[src/sv/cabbe_pkg.sv]
package cabbe_pkg;

    localparam int CHAR_BITS_DEFAULT = 16;
    localparam int CHAR_W            = 16;

    localparam logic [CHAR_W-1:0] CHAR_LBRACE   = 16'h007B;
    localparam logic [CHAR_W-1:0] CHAR_RBRACE   = 16'h007D;
    localparam logic [CHAR_W-1:0] CHAR_SLASH    = 16'h002F;
    localparam logic [CHAR_W-1:0] CHAR_STAR     = 16'h002A;
    localparam logic [CHAR_W-1:0] CHAR_QUESTION = 16'h003F;
    localparam logic [CHAR_W-1:0] CHAR_NEWLINE  = 16'h000A;

    localparam int QUEUE_DEPTH = 3;

    typedef enum logic [2:0] {
        ST_DATA       = 3'd0,
        ST_CLOSED     = 3'd1,
        ST_NO_BLOCK   = 3'd2,
        ST_NOT_BRACE  = 3'd3,
        ST_NON_LATIN1 = 3'd4,
        ST_UNTERM     = 3'd5
    } status_t;

    typedef struct packed {
        logic [CHAR_W-1:0] out_char;
        logic              in_comment;
        status_t           status;
        logic              last;
    } result_t;

    typedef struct packed {
        logic in_block;
        logic in_line_comment;
        logic in_star_comment;
        logic closing_star_seen;
        logic slash_pending;
    } flags_t;

    localparam result_t RESULT_NONE = '{out_char: '0, in_comment: 1'b0,
                                        status: ST_DATA, last: 1'b0};

endpackage

[src/sv/comment_aware_brace_block_extractor.sv]
// Brace block extractor with C-style comment tracking.
// Input channel: in_valid/in_stall carry one word (cmd, ch); cmd 0 is a
// character, cmd 1 marks end of text. A word is taken when in_valid is high
// and in_stall is low.
// Output channel: out_valid/out_stall carry result words (out_char,
// in_comment, status, last); last marks the final result of an input word.
// Configuration: cfg_valid/cfg_ready write byte_mode; cfg_ready is always
// high. Write only while the block is idle.
// Path: a taken word sits in the input register, is decoded combinationally
// and its results are written into the three-entry queue that drives the output.
// Throughput: one word per cycle while each word yields at most one result
// and the receiver keeps up; a word that yields two results can fill the queue
// and stall the input, as the single result port drains it one result at a time.
// Reset: byte_mode returns to 1, all tracking flags clear (waiting for '{'),
// input register and result queue are emptied.
// Receiver stall: the queue holds its words; once it cannot take the next
// word's results the input register holds and in_stall rises.
module comment_aware_brace_block_extractor #(
    parameter int CHAR_BITS = cabbe_pkg::CHAR_BITS_DEFAULT
) (
    input  logic                   clk,
    input  logic                   rst_n,
    input  logic                   in_valid,
    output logic                   in_stall,
    input  logic                   cmd,
    input  logic [15:0]            ch,
    output logic                   out_valid,
    input  logic                   out_stall,
    output logic [15:0]            out_char,
    output logic                   in_comment,
    output cabbe_pkg::status_t     status,
    output logic                   last,
    input  logic                   cfg_valid,
    output logic                   cfg_ready,
    input  logic                   byte_mode
);
    import cabbe_pkg::*;

    localparam logic [15:0] CHAR_MASK =
        (CHAR_BITS >= 16) ? 16'hFFFF : 16'((17'd1 << CHAR_BITS) - 17'd1);

    logic              in_valid_reg;
    logic              cmd_reg;
    logic [15:0]       ch_reg;
    logic              byte_mode_reg;
    flags_t            flags_reg;
    flags_t            flags_next;
    result_t           q_reg [QUEUE_DEPTH];
    result_t           q_next [QUEUE_DEPTH];
    logic [1:0]        cnt_reg;
    logic [1:0]        cnt_next;
    logic [1:0]        cnt_after;
    logic [1:0]        n_results;
    result_t           res0;
    result_t           res1;
    logic              pop;
    logic              advance;

    cabbe_step u_step (
        .cmd        (cmd_reg),
        .ch         (ch_reg),
        .byte_mode  (byte_mode_reg),
        .flags      (flags_reg),
        .flags_next (flags_next),
        .n_results  (n_results),
        .res0       (res0),
        .res1       (res1)
    );

    assign pop       = (cnt_reg != 2'd0) && !out_stall;
    assign cnt_after = cnt_reg - {1'b0, pop};
    assign advance   = in_valid_reg &&
                       (({1'b0, cnt_after} + {1'b0, n_results}) <= 3'(QUEUE_DEPTH));
    assign in_stall  = in_valid_reg && !advance;
    assign cfg_ready = 1'b1;

    assign out_valid  = (cnt_reg != 2'd0);
    assign out_char   = q_reg[0].out_char;
    assign in_comment = q_reg[0].in_comment;
    assign status     = q_reg[0].status;
    assign last       = q_reg[0].last;

    // shift out the head, then append this word's results behind what stays
    always_comb begin
        for (int i = 0; i < QUEUE_DEPTH; i++) begin
            if (pop && i < QUEUE_DEPTH - 1) begin
                q_next[i] = q_reg[i + 1];
            end else begin
                q_next[i] = q_reg[i];
            end
            if (advance && n_results != 2'd0 && 2'(i) == cnt_after) begin
                q_next[i] = res0;
            end
            if (advance && n_results == 2'd2 && 3'(i) == ({1'b0, cnt_after} + 3'd1)) begin
                q_next[i] = res1;
            end
        end
        cnt_next = advance ? 2'(cnt_after + n_results) : cnt_after;
    end

    always_ff @(posedge clk or negedge rst_n) begin
        if (!rst_n) begin
            in_valid_reg  <= 1'b0;
            byte_mode_reg <= 1'b1;
            flags_reg     <= '0;
            cnt_reg       <= 2'd0;
        end else begin
            if (!in_stall) begin
                in_valid_reg <= in_valid;
            end
            if (cfg_valid && cfg_ready) begin
                byte_mode_reg <= byte_mode;
            end
            if (advance) begin
                flags_reg <= flags_next;
            end
            cnt_reg <= cnt_next;
        end
    end

    always_ff @(posedge clk) begin
        if (in_valid && !in_stall) begin
            cmd_reg <= cmd;
            ch_reg  <= ch & CHAR_MASK;
        end
        for (int i = 0; i < QUEUE_DEPTH; i++) begin
            q_reg[i] <= q_next[i];
        end
    end

endmodule

[src/sv/cabbe_step.sv]
module cabbe_step (
    input  logic                      cmd,
    input  logic [15:0]               ch,
    input  logic                      byte_mode,
    input  cabbe_pkg::flags_t         flags,
    output cabbe_pkg::flags_t         flags_next,
    output logic [1:0]                n_results,
    output cabbe_pkg::result_t        res0,
    output cabbe_pkg::result_t        res1
);
    import cabbe_pkg::*;

    typedef struct packed {
        result_t r;
        logic    hold;
        logic    to_idle;
    } plain_t;

    logic bad;

    assign bad = byte_mode && ((ch == '0) || (ch[15:8] != 8'd0));

    // Character outside any comment: hold a slash, reject bad bytes, close on brace, pass the rest.
    function automatic plain_t plain_char(input logic [15:0] c, input logic is_bad);
        plain_t p;
        p = '{r: RESULT_NONE, hold: 1'b0, to_idle: 1'b0};
        if (c == CHAR_SLASH) begin
            p.hold = 1'b1;
        end else if (is_bad) begin
            p.r.status = ST_NON_LATIN1;
            p.to_idle  = 1'b1;
        end else if (c == CHAR_RBRACE) begin
            p.r.status = ST_CLOSED;
            p.to_idle  = 1'b1;
        end else begin
            p.r.out_char = c;
        end
        return p;
    endfunction

    always_comb begin
        plain_t  p;
        result_t cm;
        result_t sl;

        p  = plain_char(ch, bad);
        cm = RESULT_NONE;
        cm.out_char   = bad ? CHAR_QUESTION : ch;
        cm.in_comment = 1'b1;
        sl = RESULT_NONE;
        sl.out_char = CHAR_SLASH;

        flags_next = flags;
        n_results  = 2'd0;
        res0       = RESULT_NONE;
        res1       = RESULT_NONE;

        if (!flags.in_block) begin
            if (cmd) begin
                res0.status = ST_NO_BLOCK;
                n_results   = 2'd1;
            end else if (ch == CHAR_LBRACE) begin
                flags_next          = '0;
                flags_next.in_block = 1'b1;
            end else begin
                res0.status = ST_NOT_BRACE;
                n_results   = 2'd1;
            end
        end else if (cmd) begin
            // flush a held slash ahead of the unterminated report
            if (flags.slash_pending) begin
                res0        = sl;
                res1.status = ST_UNTERM;
                n_results   = 2'd2;
            end else begin
                res0.status = ST_UNTERM;
                n_results   = 2'd1;
            end
            flags_next = '0;
        end else if (flags.slash_pending) begin
            flags_next.slash_pending = 1'b0;
            if (ch == CHAR_STAR || ch == CHAR_SLASH) begin
                res0            = sl;
                res0.in_comment = 1'b1;
                res1            = RESULT_NONE;
                res1.out_char   = ch;
                res1.in_comment = 1'b1;
                n_results       = 2'd2;
                if (ch == CHAR_STAR) begin
                    flags_next.in_star_comment   = 1'b1;
                    flags_next.closing_star_seen = 1'b0;
                end else begin
                    flags_next.in_line_comment = 1'b1;
                end
            end else begin
                res0 = sl;
                if (p.hold) begin
                    flags_next.slash_pending = 1'b1;
                    n_results                = 2'd1;
                end else begin
                    res1      = p.r;
                    n_results = 2'd2;
                    if (p.to_idle) begin
                        flags_next = '0;
                    end
                end
            end
        end else if (flags.in_line_comment) begin
            res0      = cm;
            n_results = 2'd1;
            if (ch == CHAR_NEWLINE) begin
                flags_next.in_line_comment = 1'b0;
            end
        end else if (flags.in_star_comment) begin
            res0      = cm;
            n_results = 2'd1;
            if (flags.closing_star_seen && ch == CHAR_SLASH) begin
                flags_next.in_star_comment   = 1'b0;
                flags_next.closing_star_seen = 1'b0;
            end else begin
                flags_next.closing_star_seen = (ch == CHAR_STAR);
            end
        end else begin
            if (p.hold) begin
                flags_next.slash_pending = 1'b1;
            end else begin
                res0      = p.r;
                n_results = 2'd1;
                if (p.to_idle) begin
                    flags_next = '0;
                end
            end
        end

        if (n_results == 2'd1) begin
            res0.last = 1'b1;
        end
        if (n_results == 2'd2) begin
            res1.last = 1'b1;
        end
    end

endmodule

[config.mk]
export PLATFORM = sky130hd
export DESIGN_NAME = comment_aware_brace_block_extractor
export DESIGN_NICKNAME = d
export VERILOG_FILES = /design/src/sv/cabbe_pkg.sv /design/src/sv/comment_aware_brace_block_extractor.sv /design/src/sv/cabbe_step.sv
export SDC_FILE = /design/constraint.sdc
export NUM_CORES = 1
export LEC_CHECK = 0
export ABC_AREA = 0
export BUFFER_PORTS_ARGS = -buffer_cell sky130_fd_sc_hd__buf_2
export CORE_MARGIN = 4
export CORE_UTILIZATION = 50
export DETAILED_ROUTE_END_ITERATION = 10
export MAX_ROUTING_LAYER = met4
export PLACE_DENSITY = 0.69
export SETUP_SLACK_MARGIN = 0.5
export SLEW_MARGIN = 20
export SYNTH_ARGS = -nofsm -noshare
export SYNTH_HDL_FRONTEND = slang
export SYNTH_HIERARCHICAL = 1
export SYNTH_SLANG_ARGS = --single-unit
export TNS_END_PERCENT = 50
[constraint.sdc]
create_clock -name clk -period 4.12 [get_ports clk]
set_input_delay 0.206 -clock clk [delete_from_list [all_inputs] [get_ports clk]]
set_output_delay 0.206 -clock clk [all_outputs]
set_load 0.02 [all_outputs]
== Word level (Yosys, flattened, before mapping) ==
Memory sizes are Yosys's and may differ from the RTL's.
Cells that the tools add are included.
Storage, ports and cells
  register bits: 26
  memory bits (writable): 63
  input bits: 23
  word-level logic and storage cells: 143
  memories kept: 1
Memories
  q_reg: depth 3, bits a word 21, rd ports 3, clocked after Yosys merged registers in 0, write ports 3, RTL line comment_aware_brace_block_extractor.sv:48  | result_t q_reg [QUEUE_DEPTH];
Operators by class
  add/sub/neg operators: 4
  $lt $le $gt $ge: 1
  eq/ne operators: 19
  multiplexer cells: 78
  reduce and logical (&&, ||, !) cells: 30
Operators with widths (number)
  21-bit 2-to-1 mux: 16
  16-bit 2-to-1 mux: 4
  5-bit 2-to-1 mux: 8
  17-bit 2-to-1 mux: 2
  16-bit by 6-bit == test with 1-bit output (second input constant): 2
  16-bit by 7-bit == test with 1-bit output (second input constant): 2
  2-bit 2-to-1 mux: 14
  3-bit 2-to-1 mux: 9
  1-bit 2-to-1 mux: 22
  16-bit by 4-bit == test with 1-bit output (second input constant): 1
  16-bit logical NOT: 1
  5-bit != test (second input constant): 3
  1-bit logical AND: 14
  5-bit by 4-bit != test with 1-bit output (second input constant): 2
  9-bit AND reduction: 1
  4-bit 2-to-1 mux: 2
  8-bit nonzero test: 1
  7-bit 2-to-1 mux: 1
  7-bit AND reduction: 1
  6-bit AND reduction: 1
  2-bit nonzero test: 3
  5-bit by 3-bit != test with 1-bit output (second input constant): 1
  4-bit != test (second input constant): 1
  2-bit by 1-bit adder with 3-bit output (second input constant): 1
  other kinds (16): 19

== Longest topological paths before layout ==
  word-level depth: 15
  gate-level depth with buffers: 13
  gate-level depth less buffers: 11

== Hierarchy ==
The synthesis kept the hierarchy.
Modules (own cells, without submodules)
  comment_aware_brace_block_extractor: instances 1, cells each 350, area each 4580.6 um2
  cabbe_step: instances 1, cells each 123, area each 813.3 um2

== Worst setup path after synthesis ==
OpenSTA, ideal clock, no wires.
  path kind: reg-to-reg
  start point: register cnt_reg[1] (netlist name)
  end point: memory q_reg[0][0] in the netlist's numbering, enable pin
  setup time: 525 ps
  arrival time: 3286 ps
  required time: 3595 ps
  slack: 310 ps
  stages on the path, launching flop included: 14
  period minus slack after synthesis: 3810 ps
  cells stage by stage: dfrtp_1 nor2_1 nor2_1 ha_1 buf_2 inv_2 clkbuf_1 ha_1 inv_1 fa_1 o211a_1 nand3_2 buf_6 o21ai_0
RTL lines (RTL line)
  end: declaration: comment_aware_brace_block_extractor.sv:48

==> results.md <==
| Step | Item | Reported |
|---|---|---|
| floorplanning | Site Rows | 37 |
| setup path | Type of the worst setup path | flop to flop |
| synth | EDFF count, synth | 80 |
| route | Residual antenna-violating net count after detailed routing | 0 |
| cts | Total CTS buffers | 9 |
| floorplanning | Area of the core region | 10400 um^2 |
| layout | Non-filler cells, final | 643 |
| power and ir drop | Sw Pwr | 1620 uW |
| sta | RSZ-0062 raised after global routing | false |
| layout | Number of diodes added for antenna fixing | 0 |
| global route | Number of global-route vias before repair | 3718 |
| cts | Worst-skew pair later-pin latency | 370 ps |
| power and ir drop | Combinational Power Share | 0.439 |
| route | DRC violation total after the first TritonRoute iteration | 211 |
| cts | Total number of clock tree sinks | 89 |
| floorplanning | Number of I/O pins | 47 |
| layout | Largest register FFs | 63 |
| placed design | Placed Cells incl. Taps | 609 |
| route | DRT Wirelength | 11.2 mm |
| power and ir drop | Post-layout total power | 4010 uW |
| synth | Top cells by instance count after synthesis | 80 x edfxtp_1, 45 x mux2_2, 45 x nand4_1 |
| layout | Filler cell count | 906 |
| synth | Post-synthesis async set-or-reset flop share | 0.101 |
| synth | Number of distinct library cells after synthesis | 59 |
| placed design | Input/output buffers | 45 |
| route | Drt drc | 0 |
| global route | GRT Total Usage | 0.194 |
| global route | Global route overflow | 0 |
| floorplanning | X dimension of the die | 112 um |
| sta | Transition at the pin with the smallest max-transition slack | 746 ps |
| power and ir drop | Total power per unit cell area | 667 nW/um^2 |
| layout | Final non-filler cell area | 6010 um^2 |
| outcome | Result of the run | completed |
| layout | Fraction of layout instances using a drive strength above 1 | 0.292 |
| setup path | Req. time, crit path | 4240 ps |
| power and ir drop | Worst ir drop on vdd | 0.414 mV |
| global route | Initial antenna violation count | 0 |
| setup path | Critical path's most frequent cell | and4_1 |
| power and ir drop | Internal power summed over all cells | 2390 uW |
| hold path | Worst min-delay path category | input port to flop |
| floorplanning | Area of the die | 12500 um^2 |
| synth | Synthesized netlist cell count | 473 |
| setup path | Crit-path slowest cell | edfxtp_1 |
| synth | Largest cells by area after synthesis | edfxtp_1 45%, mux2_2 9.4%, nand4_1 5.2% |
| setup path | Slowest Stage Delay on Critical Path | 520 ps |
| route | Average wire length per cell after detail routing | 17.5 um |
| setup path | Type of origin of the critical path | flop |
| layout | Area growth from synthesis to layout | 11.4% |
| sta | Total setup violations reported at the end of the flow | 0 |
| layout | Number of nets at the end of the flow | 528 |
| synth | Share of synthesized area occupied by flip-flops and latches | 0.487 |
| cts | Cell at the root of the clock tree | clkbuf_8 |
| setup path | Largest delay share family, worst path | compound AO/OA/AOI/OAI gates |
| sta | Fin Clk Skew | 11.5 ps |
| synth | Synthesis warning total | 6 |
| placed design | Gp weighted congestion | 0.884 |
| sta | Final Hold Vio Count | 0 |
| placed design | Area post-placement | 5560 um^2 |
| setup path | Peak fanout along the critical path | 22 |
| sta | Fin crit share | 0.823 |
| synth | Yosys top cell by area | edfxtp_1 |
| synth | Area of the mapped netlist | 5390 um^2 |
| sta | Fin crit period | 3390 ps |
| floorplanning | Effective utilization at floorplan | 0.518 |
| global route | Global-route wire length before repair | 19.2 mm |
| setup path | Critical path, cell by cell | and4_1 -> and4_1 -> nand3_1 -> o41ai_4 -> a21oi_2 -> ha_1 -> inv_1 -> fa_1 -> o211a_1 -> buf_4 -> a311o_1 -> buf_6 |
| cts | H-tree Lvls | 3 |
| sta | Slew Limit Headroom | 0.498 |
| route | First drt pass iteration count | 4 |
| job | Number of maximum-capacitance violations | 0 |
| setup path | Worst EP arrival | 3510 ps |
| power and ir drop | Fraction of power spent switching nets | 0.405 |
| setup path | CP Capture Type | flop |
| synth | Most common cell in the synthesized netlist | edfxtp_1 |
| cts | TritonCTS clock tree | yes |
| placed design | Detailed placer's ending HPWL | 7.89 mm |
| power and ir drop | Sequential share of power | 0.414 |
| power and ir drop | Static leakage | 0.00211 uW |
| setup path | Number of buffer and inverter instances along the worst setup path | 3 |
| power and ir drop | Clock network fraction of design power | 0.148 |
| synth | Mapped Avg Cell Area | 11.4 um^2 |
| cts | Clock input transition at the sequential cells of the worst setup and hold paths | 90 ps |
| sta | Number of max-slew violations in the final report | 0 |
| synth | Synthesized net count | 499 |
| cts | Max Root-Sink Buffers | 2 |
| sta | Maximum operating frequency | 295 MHz |
| global route | Maximum number of pins on one net before global-route repair | 68 |
| synth | Dominant register cell in the synthesized netlist | edfxtp_1 |
| synth | Proportion of netlist area held by the largest area contributor | 0.445 |
| route | Vias | 3925 |
| floorplanning | Die height | 112 um |
| synth | Seq cells post-synth | 89 |
| route | Via count normalized by instance count | 6.10 |
| sta | Setup TNS | 0 ps |
path summary, 6_finish.rpt:
path                                        endpoint                    from  slack, ps  cells after the start
min in group asynchronous   flags_reg[3]$_DFFE_PN0N_                   rst_n        220                      2
setup / recovery              q_reg[0][34]$_DFFE_PP_     ch_reg[2]$_DFFE_PP_        730                     12
hold / removal                   ch_reg[8]$_DFFE_PP_                   ch[8]         20                      1
setup reg to reg              q_reg[0][34]$_DFFE_PP_     ch_reg[2]$_DFFE_PP_        730                     12
hold reg to reg               q_reg[0][20]$_DFFE_PP_  q_reg[0][41]$_DFFE_PP_        550                      1
max in group asynchronous  byte_mode_reg$_DFFE_PN1P_                   rst_n       3640                      2
through the flow:
step / util / hold slack [ps] / setup WS (ps)
3_5_place_dp: 0.534 / 96.3 / 296
6_report: 0.577 / 15.4 / 730
2_1_floorplan: - / -89.6 / 322
5_1_grt: 0.577 / 1.40 / 484
4_1_cts: 0.570 / 0.614 / 524
3_3_place_gp: 0.534 / 95.7 / 435
timing repair:
item / CTS / global route
hold endpoints to repair: 24 / 1
hold buffers: 16 / 1
gates cloned: 0 / 0
endpoints found under the setup margin: 62 / 64
resized for setup: 3 / 8
setup buffers: 0 / 1
cell families (layout without fill, tap and decap cells):
family | count (synthesis) | count (layout) | synth area share
AOI/OAI and AO/OA | 76 | 76 | 0.109
xor gates and xnor gates | 2 | 2 | 0.00464
adders and majority gates | 3 | 3 | 0.00835
buffers and inverters | 71 | 105 | 0.0754
DFF | 89 | 89 | 0.487
muxes | 50 | 50 | 0.104
other | 2 | 2 | 0.00139
and+or+nand+nor | 180 | 180 | 0.210
per-layer routing:
metal / part of all wire / GRT usage / up-vias
li1: - / - / 1903
met1: 0.47 / 0.283 / 1835
met2: 0.44 / 0.268 / 163
met3: 0.071 / 0.0337 / 24
met4: 0.022 / 0.0770 / 0
met5: 0 / - / -
placed cells by master (no fill, tap or decap), types with 3 or more instances in the layout:
cell type,synthesis,routed
clkbuf_8,0,9
nand4b_1,4,4
o211ai_1,23,23
inv_1,7,7
nand4_1,45,45
buf_2,5,45
a21oi_1,10,8
nand2_1,28,28
nand3_1,3,3
and2_1,26,26
edfxtp_1,80,80
dfrtp_1,8,8
mux2_1,3,3
nand2b_1,6,6
nor4_4,3,4
o21ai_0,5,4
o311ai_0,21,21
clkinvlp_4,0,3
mux2_2,45,45
o31ai_1,5,5
nor2_1,19,19
dlygate4sd3_1,0,17
buf_4,29,15
or4_1,25,25
power groups by stage:
stage / clock [uW] / combinational (uW) / sequential [uW]
2_1_floorplan: 0 / 1490 / 1640
3_3_place_gp: 0 / 1680 / 1660
3_5_place_dp: 0 / 1710 / 1680
4_1_cts: 608 / 1740 / 1660
5_1_grt: 650 / 1940 / 1700
6_report: 592 / 1760 / 1660
cell type report:
type                            count  area [um^2]  share of cell area
Multi-Input combinational cell    313         2440               0.406
Timing Repair Buffer               79          534              0.0889
Inverter                           10         37.5             0.00625
Sequential cell                    89         2630               0.438
Tap cell                          136          170              0.0283
Clock buffer                        9          124              0.0206
Clock inverter                      7         71.3              0.0119
(Power assumes the default switching activity.)
